**config.mk**
```make
export PLATFORM = sky130hd
export DESIGN_NAME = sha256_stream_hasher
export DESIGN_NICKNAME = d
export VERILOG_FILES = /design/src/hdl/shs_pkg.sv /design/src/hdl/sha256_stream_hasher.sv
export SDC_FILE = /design/constraint.sdc
export NUM_CORES = 2
export LEC_CHECK = 0
export BUFFER_PORTS_ARGS = -buffer_cell sky130_fd_sc_hd__buf_2
export CAP_MARGIN = 20
export CELL_PAD_IN_SITES_DETAIL_PLACEMENT = 2
export CELL_PAD_IN_SITES_GLOBAL_PLACEMENT = 2
export CORE_MARGIN = 1
export CORE_UTILIZATION = 40
export CTS_BUF_LIST = sky130_fd_sc_hd__clkbuf_8 sky130_fd_sc_hd__clkbuf_16
export CTS_CLUSTER_SIZE = 28
export DETAILED_ROUTE_END_ITERATION = 10
export PLACE_DENSITY_LB_ADDON = 0.1
export SETUP_SLACK_MARGIN = 0.15
export SYNTH_ARGS = -nofsm -noshare
export SYNTH_HDL_FRONTEND = slang
export SYNTH_SLANG_ARGS = --single-unit
```
**constraint.sdc**
```tcl
create_clock -name clk_i -period 46.2 [get_ports clk_i]
set_input_delay 9.24 -clock clk_i [delete_from_list [all_inputs] [get_ports clk_i]]
set_output_delay 9.24 -clock clk_i [all_outputs]
set_load 0.01 [all_outputs]
```
**src/hdl/shs_pkg.sv**
```systemverilog
// Package for the SHA-256 stream hasher: sequencer and pass types, the round
// constants, the initial hash values and the SHA-256 mixing functions.
// Depends on nothing; imported by sha256_stream_hasher.
package shs_pkg;

  typedef enum logic [2:0] {
    S_INIT,
    S_IDLE,
    S_LOAD,
    S_ROUND,
    S_UPDATE,
    S_ORD,
    S_OVALID
  } shs_state_e;

  // What a compression pass takes as its sixteen message words.
  typedef enum logic [1:0] {
    PM_FULL,
    PM_PAD_LEN,
    PM_PAD_ONLY,
    PM_LEN_ONLY
  } shs_pmode_e;

  localparam logic ACT_ABSORB = 1'b0;
  localparam logic ACT_FINISH = 1'b1;

  localparam logic [7:0]  PadByte   = 8'h80;
  localparam logic [63:0] BlockBits = 64'd512;
  localparam logic [5:0]  PadLimit  = 6'd56;
  localparam logic [5:0]  LastByte  = 6'd63;
  localparam logic [5:0]  LastRound = 6'd63;
  localparam logic [3:0]  LenHiWord = 4'd14;
  localparam logic [3:0]  LenLoWord = 4'd15;
  localparam logic [3:0]  XferLast  = 4'd8;

  function automatic logic [31:0] big_sigma0(input logic [31:0] x);
    return {x[1:0], x[31:2]} ^ {x[12:0], x[31:13]} ^ {x[21:0], x[31:22]};
  endfunction

  function automatic logic [31:0] big_sigma1(input logic [31:0] x);
    return {x[5:0], x[31:6]} ^ {x[10:0], x[31:11]} ^ {x[24:0], x[31:25]};
  endfunction

  function automatic logic [31:0] small_sigma0(input logic [31:0] x);
    return {x[6:0], x[31:7]} ^ {x[17:0], x[31:18]} ^ {3'b000, x[31:3]};
  endfunction

  function automatic logic [31:0] small_sigma1(input logic [31:0] x);
    return {x[16:0], x[31:17]} ^ {x[18:0], x[31:19]} ^ {10'b0, x[31:10]};
  endfunction

  function automatic logic [31:0] shs_iv(input logic [2:0] idx);
    logic [31:0] r;
    case (idx)
      3'd0: r = 32'h6a09e667;
      3'd1: r = 32'hbb67ae85;
      3'd2: r = 32'h3c6ef372;
      3'd3: r = 32'ha54ff53a;
      3'd4: r = 32'h510e527f;
      3'd5: r = 32'h9b05688c;
      3'd6: r = 32'h1f83d9ab;
      3'd7: r = 32'h5be0cd19;
      default: r = 32'h0;
    endcase
    return r;
  endfunction

  function automatic logic [31:0] shs_k(input logic [5:0] t);
    logic [31:0] r;
    case (t)
      6'd0:  r = 32'h428a2f98;  6'd1:  r = 32'h71374491;
      6'd2:  r = 32'hb5c0fbcf;  6'd3:  r = 32'he9b5dba5;
      6'd4:  r = 32'h3956c25b;  6'd5:  r = 32'h59f111f1;
      6'd6:  r = 32'h923f82a4;  6'd7:  r = 32'hab1c5ed5;
      6'd8:  r = 32'hd807aa98;  6'd9:  r = 32'h12835b01;
      6'd10: r = 32'h243185be;  6'd11: r = 32'h550c7dc3;
      6'd12: r = 32'h72be5d74;  6'd13: r = 32'h80deb1fe;
      6'd14: r = 32'h9bdc06a7;  6'd15: r = 32'hc19bf174;
      6'd16: r = 32'he49b69c1;  6'd17: r = 32'hefbe4786;
      6'd18: r = 32'h0fc19dc6;  6'd19: r = 32'h240ca1cc;
      6'd20: r = 32'h2de92c6f;  6'd21: r = 32'h4a7484aa;
      6'd22: r = 32'h5cb0a9dc;  6'd23: r = 32'h76f988da;
      6'd24: r = 32'h983e5152;  6'd25: r = 32'ha831c66d;
      6'd26: r = 32'hb00327c8;  6'd27: r = 32'hbf597fc7;
      6'd28: r = 32'hc6e00bf3;  6'd29: r = 32'hd5a79147;
      6'd30: r = 32'h06ca6351;  6'd31: r = 32'h14292967;
      6'd32: r = 32'h27b70a85;  6'd33: r = 32'h2e1b2138;
      6'd34: r = 32'h4d2c6dfc;  6'd35: r = 32'h53380d13;
      6'd36: r = 32'h650a7354;  6'd37: r = 32'h766a0abb;
      6'd38: r = 32'h81c2c92e;  6'd39: r = 32'h92722c85;
      6'd40: r = 32'ha2bfe8a1;  6'd41: r = 32'ha81a664b;
      6'd42: r = 32'hc24b8b70;  6'd43: r = 32'hc76c51a3;
      6'd44: r = 32'hd192e819;  6'd45: r = 32'hd6990624;
      6'd46: r = 32'hf40e3585;  6'd47: r = 32'h106aa070;
      6'd48: r = 32'h19a4c116;  6'd49: r = 32'h1e376c08;
      6'd50: r = 32'h2748774c;  6'd51: r = 32'h34b0bcb5;
      6'd52: r = 32'h391c0cb3;  6'd53: r = 32'h4ed8aa4a;
      6'd54: r = 32'h5b9cca4f;  6'd55: r = 32'h682e6ff3;
      6'd56: r = 32'h748f82ee;  6'd57: r = 32'h78a5636f;
      6'd58: r = 32'h84c87814;  6'd59: r = 32'h8cc70208;
      6'd60: r = 32'h90befffa;  6'd61: r = 32'ha4506ceb;
      6'd62: r = 32'hbef9a3f7;  6'd63: r = 32'hc67178f2;
      default: r = 32'h0;
    endcase
    return r;
  endfunction

  // Message word j of a pass: from the block memory, the padded partial
  // word, a half of the bit length, or zero.
  function automatic logic [31:0] shs_word_src(input shs_pmode_e  pmode,
                                               input logic [3:0]  j,
                                               input logic [3:0]  fw,
                                               input logic [31:0] pad_word,
                                               input logic [63:0] len,
                                               input logic [31:0] mem_word);
    logic [31:0] r;
    r = 32'h0;
    case (pmode)
      PM_FULL: r = mem_word;
      PM_PAD_LEN, PM_PAD_ONLY: begin
        if (j < fw) begin
          r = mem_word;
        end else if (j == fw) begin
          r = pad_word;
        end else if (pmode == PM_PAD_LEN && j == LenHiWord) begin
          r = len[63:32];
        end else if (pmode == PM_PAD_LEN && j == LenLoWord) begin
          r = len[31:0];
        end
      end
      PM_LEN_ONLY: begin
        if (j == LenHiWord) begin
          r = len[63:32];
        end else if (j == LenLoWord) begin
          r = len[31:0];
        end
      end
      default: r = 32'h0;
    endcase
    return r;
  endfunction

endpackage

```
**src/hdl/sha256_stream_hasher.sv**
```systemverilog
// SHA-256 stream hasher: top level with the hash-word and block memories and
// the compression sequencer. Depends on shs_pkg.
//
// Use: message bytes enter on the slave stream, one byte a beat in tdata with
// tuser low. A beat with tuser high finishes the message; its tdata is ignored.
// The 64th byte of a block starts a compression: the hash words are loaded
// from memory, 64 rounds run at one round a cycle, and the sums are written
// back, all with tready low.
// A finish runs one compression, or two when 56 or more bytes of the block
// are held, padding the block on the fly as words are read. The eight digest
// words then leave on the master stream, word 0 first, tuser carrying the
// word index and tlast marking word 7; each word is read from memory, then offered.
// The block serves one beat at a time: tready is low from a finish beat until
// the last digest word has been taken, and a stalled master holds the word.
// After reset the block writes the eight initial hash values into the hash
// memory, with tready low, and then starts an empty message.
module sha256_stream_hasher (
  input  logic        clk_i,
  input  logic        rst_ni,
  input  logic        s_axis_tvalid_i,
  output logic        s_axis_tready_o,
  input  logic [7:0]  s_axis_tdata_i,   // [7:0] byte_value
  input  logic        s_axis_tuser_i,   // [0] action: 0 absorb, 1 finish
  output logic        m_axis_tvalid_o,
  input  logic        m_axis_tready_i,
  output logic [31:0] m_axis_tdata_o,   // [31:0] digest_word
  output logic [2:0]  m_axis_tuser_o,   // [2:0] word_index
  output logic        m_axis_tlast_o    // last_word
);
  import shs_pkg::*;

  // Control state.
  shs_state_e  state_q, state_d;
  shs_pmode_e  pmode_q, pmode_d;
  logic [3:0]  idx_q, idx_d;
  logic [5:0]  cnt_q, cnt_d;
  logic [5:0]  fill_q, fill_d;
  logic [63:0] bits_q, bits_d;
  logic        fin_q, fin_d;

  // Datapath registers: working variables, schedule window, next word and
  // the partial word being assembled from bytes.
  logic [31:0] v_q [8];
  logic [31:0] v_d [8];
  logic [31:0] ws_q [16];
  logic [31:0] ws_d [16];
  logic [31:0] w_q, w_d;
  logic [31:0] acc_q, acc_d;

  // Hash-word memory: 8 words, one read and one write port.
  logic [31:0] hmem [8];
  logic [2:0]  hm_raddr, hm_waddr;
  logic        hm_we;
  logic [31:0] hm_wdata, hm_rdata_q;

  // Block memory: 16 message words, written as each word of bytes completes.
  logic [31:0] bmem [16];
  logic [3:0]  bm_raddr;
  logic        bm_we;
  logic [31:0] bm_wdata, bm_rdata_q;

  logic [39:0] pad_ext;
  logic [31:0] pad_word;
  logic [31:0] t1, t2, ch, maj, w_sched;
  logic [3:0]  next_j;

  always_ff @(posedge clk_i) begin
    if (hm_we) begin
      hmem[hm_waddr] <= hm_wdata;
    end
    hm_rdata_q <= hmem[hm_raddr];
  end

  always_ff @(posedge clk_i) begin
    if (bm_we) begin
      bmem[fill_q[5:2]] <= bm_wdata;
    end
    bm_rdata_q <= bmem[bm_raddr];
  end

  // The padded partial word: the bytes already held, then 0x80, then zeros.
  assign pad_ext  = {acc_q, PadByte} << {2'd3 - fill_q[1:0], 3'b000};
  assign pad_word = pad_ext[31:0];

  // One SHA-256 round and the message schedule for the following round.
  assign ch  = (v_q[4] & v_q[5]) ^ (~v_q[4] & v_q[6]);
  assign maj = (v_q[0] & v_q[1]) ^ (v_q[0] & v_q[2]) ^ (v_q[1] & v_q[2]);
  assign t1  = v_q[7] + big_sigma1(v_q[4]) + ch + shs_k(cnt_q) + w_q;
  assign t2  = big_sigma0(v_q[0]) + maj;
  assign w_sched = small_sigma1(ws_q[15]) + ws_q[10] + small_sigma0(ws_q[2]) + ws_q[1];
  assign next_j  = cnt_q[3:0] + 4'd1;

  always_ff @(posedge clk_i or negedge rst_ni) begin
    if (!rst_ni) begin
      state_q <= S_INIT;
      pmode_q <= PM_FULL;
      idx_q   <= '0;
      cnt_q   <= '0;
      fill_q  <= '0;
      bits_q  <= '0;
      fin_q   <= 1'b0;
    end else begin
      state_q <= state_d;
      pmode_q <= pmode_d;
      idx_q   <= idx_d;
      cnt_q   <= cnt_d;
      fill_q  <= fill_d;
      bits_q  <= bits_d;
      fin_q   <= fin_d;
    end
  end

  always_ff @(posedge clk_i) begin
    v_q   <= v_d;
    ws_q  <= ws_d;
    w_q   <= w_d;
    acc_q <= acc_d;
  end

  always_comb begin
    state_d  = state_q;
    pmode_d  = pmode_q;
    idx_d    = idx_q;
    cnt_d    = cnt_q;
    fill_d   = fill_q;
    bits_d   = bits_q;
    fin_d    = fin_q;
    v_d      = v_q;
    ws_d     = ws_q;
    w_d      = w_q;
    acc_d    = acc_q;
    hm_raddr = idx_q[2:0];
    hm_we    = 1'b0;
    hm_waddr = idx_q[2:0];
    hm_wdata = shs_iv(idx_q[2:0]);
    bm_raddr = '0;
    bm_we    = 1'b0;
    bm_wdata = {acc_q[23:0], s_axis_tdata_i};
    s_axis_tready_o = 1'b0;
    m_axis_tvalid_o = 1'b0;

    case (state_q)
      S_INIT: begin
        hm_we = 1'b1;
        if (idx_q[2:0] == 3'd7) begin
          idx_d   = '0;
          state_d = S_IDLE;
        end else begin
          idx_d = idx_q + 4'd1;
        end
      end

      S_IDLE: begin
        s_axis_tready_o = 1'b1;
        if (s_axis_tvalid_i) begin
          idx_d = '0;
          if (s_axis_tuser_i == ACT_ABSORB) begin
            acc_d  = {acc_q[23:0], s_axis_tdata_i};
            fill_d = fill_q + 6'd1;
            bm_we  = (fill_q[1:0] == 2'b11);
            if (fill_q == LastByte) begin
              bits_d  = bits_q + BlockBits;
              pmode_d = PM_FULL;
              fin_d   = 1'b0;
              state_d = S_LOAD;
            end
          end else begin
            bits_d  = bits_q + {55'b0, fill_q, 3'b000};
            pmode_d = (fill_q >= PadLimit) ? PM_PAD_ONLY : PM_PAD_LEN;
            fin_d   = 1'b1;
            state_d = S_LOAD;
          end
        end
      end

      S_LOAD: begin
        // Hash words stream in one a cycle; words 0 and 1 of the block are
        // fetched at the end of the load so that round 0 can start at once.
        bm_raddr = {3'b000, idx_q[3]};
        if (idx_q != 4'd0) begin
          for (int i = 0; i < 7; i++) begin
            v_d[i] = v_q[i+1];
          end
          v_d[7] = hm_rdata_q;
        end
        if (idx_q == XferLast) begin
          w_d     = shs_word_src(pmode_q, 4'd0, fill_q[5:2], pad_word, bits_q,
                                 bm_rdata_q);
          cnt_d   = '0;
          idx_d   = '0;
          state_d = S_ROUND;
        end else begin
          idx_d = idx_q + 4'd1;
        end
      end

      S_ROUND: begin
        bm_raddr = cnt_q[3:0] + 4'd2;
        v_d[7] = v_q[6];
        v_d[6] = v_q[5];
        v_d[5] = v_q[4];
        v_d[4] = v_q[3] + t1;
        v_d[3] = v_q[2];
        v_d[2] = v_q[1];
        v_d[1] = v_q[0];
        v_d[0] = t1 + t2;
        for (int i = 0; i < 15; i++) begin
          ws_d[i] = ws_q[i+1];
        end
        ws_d[15] = w_q;
        if (cnt_q < 6'd15) begin
          w_d = shs_word_src(pmode_q, next_j, fill_q[5:2], pad_word, bits_q,
                             bm_rdata_q);
        end else begin
          w_d = w_sched;
        end
        if (cnt_q == LastRound) begin
          idx_d   = '0;
          state_d = S_UPDATE;
        end else begin
          cnt_d = cnt_q + 6'd1;
        end
      end

      S_UPDATE: begin
        // Read word k while word k-1 is summed and written back.
        if (idx_q != 4'd0) begin
          hm_we    = 1'b1;
          hm_waddr = 3'(idx_q - 4'd1);
          hm_wdata = hm_rdata_q + v_q[0];
          for (int i = 0; i < 7; i++) begin
            v_d[i] = v_q[i+1];
          end
          v_d[7] = v_q[0];
        end
        if (idx_q == XferLast) begin
          idx_d = '0;
          if (pmode_q == PM_PAD_ONLY) begin
            pmode_d = PM_LEN_ONLY;
            state_d = S_LOAD;
          end else if (fin_q) begin
            state_d = S_ORD;
          end else begin
            state_d = S_IDLE;
          end
        end else begin
          idx_d = idx_q + 4'd1;
        end
      end

      S_ORD: begin
        state_d = S_OVALID;
      end

      S_OVALID: begin
        m_axis_tvalid_o = 1'b1;
        if (m_axis_tready_i) begin
          // The word is gone: restore its initial value for the next message.
          hm_we = 1'b1;
          if (idx_q[2:0] == 3'd7) begin
            idx_d   = '0;
            fill_d  = '0;
            bits_d  = '0;
            fin_d   = 1'b0;
            state_d = S_IDLE;
          end else begin
            idx_d   = idx_q + 4'd1;
            state_d = S_ORD;
          end
        end
      end

      default: begin
        idx_d   = '0;
        state_d = S_INIT;
      end
    endcase
  end

  assign m_axis_tdata_o = hm_rdata_q;
  assign m_axis_tuser_o = idx_q[2:0];
  assign m_axis_tlast_o = (idx_q[2:0] == 3'd7);

`ifndef SYNTH
  // Input and output sides are never open together.
  assert property (@(posedge clk_i) disable iff (!rst_ni)
    !(s_axis_tready_o && m_axis_tvalid_o))
    else $error("input and output handshakes open together");

  // A finish beat closes the input until the digest has gone.
  assert property (@(posedge clk_i) disable iff (!rst_ni)
    (s_axis_tvalid_i && s_axis_tready_o && s_axis_tuser_i == ACT_FINISH)
    |=> !s_axis_tready_o)
    else $error("input reopened after finish");

  // The byte that fills a block starts a compression.
  assert property (@(posedge clk_i) disable iff (!rst_ni)
    (s_axis_tvalid_i && s_axis_tready_o && s_axis_tuser_i == ACT_ABSORB &&
     fill_q == LastByte) |=> (state_q == S_LOAD && fill_q == 6'd0))
    else $error("full block did not start a compression");

  // Handing over the last digest word starts a fresh message.
  assert property (@(posedge clk_i) disable iff (!rst_ni)
    (m_axis_tvalid_o && m_axis_tready_i && m_axis_tlast_o)
    |=> (fill_q == 6'd0 && bits_q == 64'd0 && s_axis_tready_o))
    else $error("message state not cleared after digest");

  // The hash words are left alone while the rounds run.
  assert property (@(posedge clk_i) disable iff (!rst_ni)
    (state_q == S_ROUND) |-> !hm_we)
    else $error("hash memory written during rounds");
`endif

endmodule
```
=== After elaboration in Yosys (flattened, before gate mapping) ===
Memories as Yosys holds them, arrays and structs flattened. A register that Yosys moved wholly into a read port is not among the register bits.
Cells that the tools add are included.
W data, S select, Z words.

* Reduce and logical (&&, ||, !) cells: 21
* Equality and inequality tests: 30
* Magnitude comparators: 4
* Bitwise logic cells: 19
* Add/subtract/negate cells: 20
* Shift operators: 1
* Mux-type cells: 78

{| class="wikitable"
|+ Operator list
! kind !! number
|-
| $pmux W256 S3 || 1
|-
| $mux W256 || 2
|-
| $mux W32 || 12
|-
| $add A32 B32 Y32 || 11
|-
| $mux W64 || 5
|-
| $xor A32 B32 Y32 || 9
|-
| $and A32 B32 Y32 || 5
|-
| $pmux W32 S2 || 2
|-
| $pmux W64 S2 || 1
|-
| $pmux W32 S3 || 1
|-
| $add A64 B10 Y64 const B || 1
|-
| $add A64 B9 Y64 || 1
|-
| $shl A40 B5 Y32 || 1
|-
| $mux W3 || 13
|-
| $mux W6 || 6
|-
| $not A32 Y32 || 1
|-
| $xor A32 B22 Y32 || 1
|-
| $xor A32 B29 Y32 || 1
|-
| $ne A2 B2 Y1 const B || 12
|-
| $pmux W4 S6 || 1
|-
| $pmux W6 S2 || 2
|-
| $pmux W3 S7 || 1
|-
| $mux W4 || 5
|-
| $mux W1 || 16
|-
| other kinds (37) || 62
|}

* Output and inout port bits: 38
* Flip-flop bits (word level): 886
* Memories: 4
* Logic and storage cells: 209
* Bits in writable memories: 768
* ROM bits: 2296

{| class="wikitable"
|+ Memory list
! name !! depth !! width !! rd ports !! clocked after Yosys merged registers in !! write ports !! RTL line !! source
|-
| (name not given) || 64 || 32 || 1 || 0 || 0 || shs_pkg.sv:70 || <nowiki>case (t)</nowiki>
|-
| bmem || 16 || 32 || 1 || 1 || 1 || sha256_stream_hasher.sv:57 || <nowiki>logic [31:0] bmem [16];</nowiki>
|-
| hmem || 8 || 32 || 1 || 1 || 1 || sha256_stream_hasher.sv:51 || <nowiki>logic [31:0] hmem [8];</nowiki>
|-
| (name not given) || 8 || 31 || 1 || 0 || 0 || shs_pkg.sv:54 || <nowiki>case (idx)</nowiki>
|}

=== Depth between registers and ports, before layout ===
* Depth in word-level cells: 10
* Gate-level depth with buffers: 37
* Depth with buffers taken out: 35

=== Least setup slack after synthesis ===
OpenSTA, ideal clock, no wires.

* Path type: register to register
* Start: register idx_q[0]
* End: register v_q[0] (netlist bit), enable pin
* Arrival: 19.579 ns
* Period minus slack after synthesis: 20.806 ns
* Data required time: 44.973 ns
* Buffers on the path: 2
* Stages on the path, launching flop included: 8
* Path slack: 25.394 ns
* Cells stage by stage: dfrtp_1 > clkbuf_1 > clkbuf_1 > inv_1 > ha_1 > nand2b_1 > nor3_1 > o21ai_0

* Word-level cells in the longest chain between the ends: 3

{| class="wikitable"
|+ Ends and longest elaborated chain
! element !! RTL line !! source
|-
| start: declaration || sha256_stream_hasher.sv:35 || <nowiki>logic [3:0] idx_q, idx_d;</nowiki>
|-
| start signal: assignment || sha256_stream_hasher.sv:105 || <nowiki>idx_q <= idx_d;</nowiki>
|-
| $reduce_bool A4 Y1 * || sha256_stream_hasher.sv:180, sha256_stream_hasher.sv:227 ||
|-
| $ne A2 B2 Y1 (no source line) || n/a ||
|-
| $reduce_and A3 Y1 (no source line) * || n/a ||
|-
| end signal: assignment || sha256_stream_hasher.sv:114 || <nowiki>v_q <= v_d;</nowiki>
|-
| end: declaration || sha256_stream_hasher.sv:43 || <nowiki>logic [31:0] v_q [8];</nowiki>
|}

Mark *: on every way between the ends. The rest lies on a longest branch, timed or not.
A chain may end at the register's enable or synchronous reset.

=== Final worst setup path ===
* Start: register idx_q[1]
* End: output port m_axis_tlast_o

* Word-level cells in the longest chain between the ends: 1

{| class="wikitable"
|+ Ends and longest elaborated chain
! element !! RTL line !! source
|-
| $eq A3 B3 Y1 || sha256_stream_hasher.sv:282 || <nowiki>assign m_axis_tlast_o = (idx_q[2:0] == 3'd7);</nowiki>
|-
| end: declaration || sha256_stream_hasher.sv:28 || <nowiki>output logic m_axis_tlast_o</nowiki>
|}

No other way between the ends.

==> flow_metrics.env <==
export IMPL_fp_dieH_um=459
export IMPL_max_slew_margin=0.237
export IMPL_drc=0
export IMPL_numPortBuffers=50
export IMPL_ys_types=89
export IMPL_grt_pass1_vias=57659
export IMPL_worstSetupEndpointType="output port"
export IMPL_hold_path_class="reg -> reg"
export IMPL_ioPinCount=51
export IMPL_place_hpwl_um=203000
export IMPL_critPathMaxFanout=21
export IMPL_rows=167
export IMPL_layout_nets=6894
export IMPL_drt_iter0_markers=4744
export IMPL_final_cell_mix="edfxtp_1 (1560), nand2_1 (945), inv_1 (499)"
export IMPL_cts_resized=0
export IMPL_track_usage=0.271
export IMPL_async_reset_ff_frac=0.0486
export IMPL_start_kind="flop"
export IMPL_pre_cts_slack_ns=33.71
export IMPL_finalMaxSlewViolations=0
export IMPL_ys_seq_area_frac=0.601
export IMPL_cts_hold_buf=0
export IMPL_grt_max_degree=194
export IMPL_grt_pass1_wl_um=414000
export IMPL_crit_type="reg -> out"
export IMPL_post_route_period_util=0.258
export IMPL_die_width_um=459
export IMPL_via_per_inst=5.72
export IMPL_clk_latency_ns=0.90
export IMPL_start_util=0.403
export IMPL_clock_path_buffers=3
export IMPL_finalCriticalPeriod_ns=11.94
export IMPL_die_area_um2=211000
export IMPL_cts_sinks=1707
export IMPL_synth_edff_count=1560
export IMPL_rsz0062_at_grt="false"
export IMPL_post_cts_buffers=0
export IMPL_cts_buffers_inserted=188
export IMPL_synth_area_um2=83500
export IMPL_postSynthCellCount=6493
export IMPL_hold_viol=0
export IMPL_avgSynthCellArea_um2=12.9
export IMPL_setup_viol=0
export IMPL_path_clk_slew_ns=0.06
export IMPL_place_congestion=0.864
export IMPL_tightest_slew_ns=1.14
export IMPL_final_common_cell="edfxtp_1"
export IMPL_yosys_area_top_type="edfxtp_1"
export IMPL_synthTopCellsByArea="edfxtp_1 (56%), mux4_2 (5.3%), fa_1 (4.5%)"
export IMPL_drt_wirelength_per_cell_um=30.3
export IMPL_coreArea_um2=207000
export IMPL_drive_gt1_frac=0.108
export IMPL_fin_tns_setup_ns=0
export IMPL_synth_nets=6899
export IMPL_run_status="completed"
export IMPL_drt_first_pass_iters=5
export IMPL_clock_skew_ns=0.0822
export IMPL_antenna_found_initial=16
export IMPL_cts_tree="yes"
export IMPL_synth_seq_cells=1707
export IMPL_synth_top_cell_area_share=0.561
export IMPL_cts_htree_levels=4
export IMPL_vias=54027
export IMPL_area_growth_pct=11.9
export IMPL_wl_um=286000
export IMPL_ys_warnings_count=0
export IMPL_cts_root_buf="clkbuf_16"
export IMPL_synth_flop_cell="edfxtp_1"
export IMPL_worstPathRequired_ns=36.96
export IMPL_postRouteAntennaNets=0
export IMPL_overflow=0
export IMPL_max_cap_violations=0
export IMPL_setup_ws_ns=34.26
export IMPL_arrival_ns=2.70
export IMPL_timing_fmax_mhz=83.8
cell type report:
type                       instances  area [um^2]
antenna                            2         5.00
clock buffer                     190         4740
clock inverter                   162         1570
fill                           20381       114000
inverter                         465         1750
multi-input combinational       3975        30500
sequential                      1707        50200
tap                             2788         3490
timing repair buffer             151         1190
cell families after synthesis:
logic type / synth area share
AOI/OAI and AO/OA: 0.0931
DFF: 0.601
and+or+nand+nor: 0.0846
muxes: 0.0608
buffers and inverters: 0.0368
adders and majority gates: 0.0765
xor gates and xnor gates: 0.0470
stage by stage:
step,utilization,instance area [um^2],hold slack (ns),instances
floorplan,-,83500,0.400,6493
global placement,0.419,86900,0.400,9075
detailed placement,0.419,86900,0.405,9075
CTS,0.450,93200,0.384,9427
global route,0.451,93400,0.405,9439
finish,0.451,93400,0.390,9440
cell usage after synthesis (46+ instances only):
library cell	n
nand2_1	947
a211oi_1	54
or3_1	56
o22ai_1	62
fa_1	189
o21ai_0	381
xnor2_1	310
xor2_1	133
nand3_1	90
dfrtp_1	83
a21o_1	101
a31oi_1	68
edfxtp_1	1560
a22oi_1	46
dfxtp_1	64
inv_1	459
ha_1	204
clkbuf_1	293
nor2_1	285
mux4_2	198
a21oi_1	275
worst paths after layout:
kind / start / end / slack (ns) / cells after the start
max in group asynchronous: rst_ni / idx_q[0]$_DFFE_PN0P_ / 36.41 / 2
min in group asynchronous: rst_ni / bits_q[58]$_DFFE_PN0P_ / 8.39 / 1
worst min register to register: ws_q[129]$_DFFE_PP_ / ws_q[161]$_DFFE_PP_ / 0.39 / 0
worst max register to register: cnt_q[0]$_DFFE_PN0P_ / v_q[255]$_DFFE_PP_ / 35.79 / 35
worst min-delay path: ws_q[129]$_DFFE_PP_ / ws_q[161]$_DFFE_PP_ / 0.39 / 0
worst max-delay path: idx_q[1]$_DFFE_PN0P_ / m_axis_tlast_o / 34.26 / 3
critical path, cell delays in order, from the launching register on:
cell     delay (ns)
dfrtp_2        0.71
ha_1           0.31
ha_1           0.57
buf_2          0.25
layer usage:
metal	global-route usage	wire, um	up-vias
li1	-	-	23463
met1	0.395	133000	28892
met2	0.430	133000	1347
met3	0.0298	12500	323
met4	0.0705	7180	2
met5	0	13	-
registers in the layout, summed over array words and instances (netlist names):
register,count
fin_q,1
hmem,256
ws_q,480
v_q,256
cnt_q,6
bm_rdata_q,32
acc_q,24
fill_q,6
pmode_q,2
m_axis_tdata_o,32
bits_q,61
bmem,512
state_q,3
idx_q,4
w_q,32
Power is not shown: default switching activity piles up to over one toggle a cycle in this logic, so the estimate is an artifact.
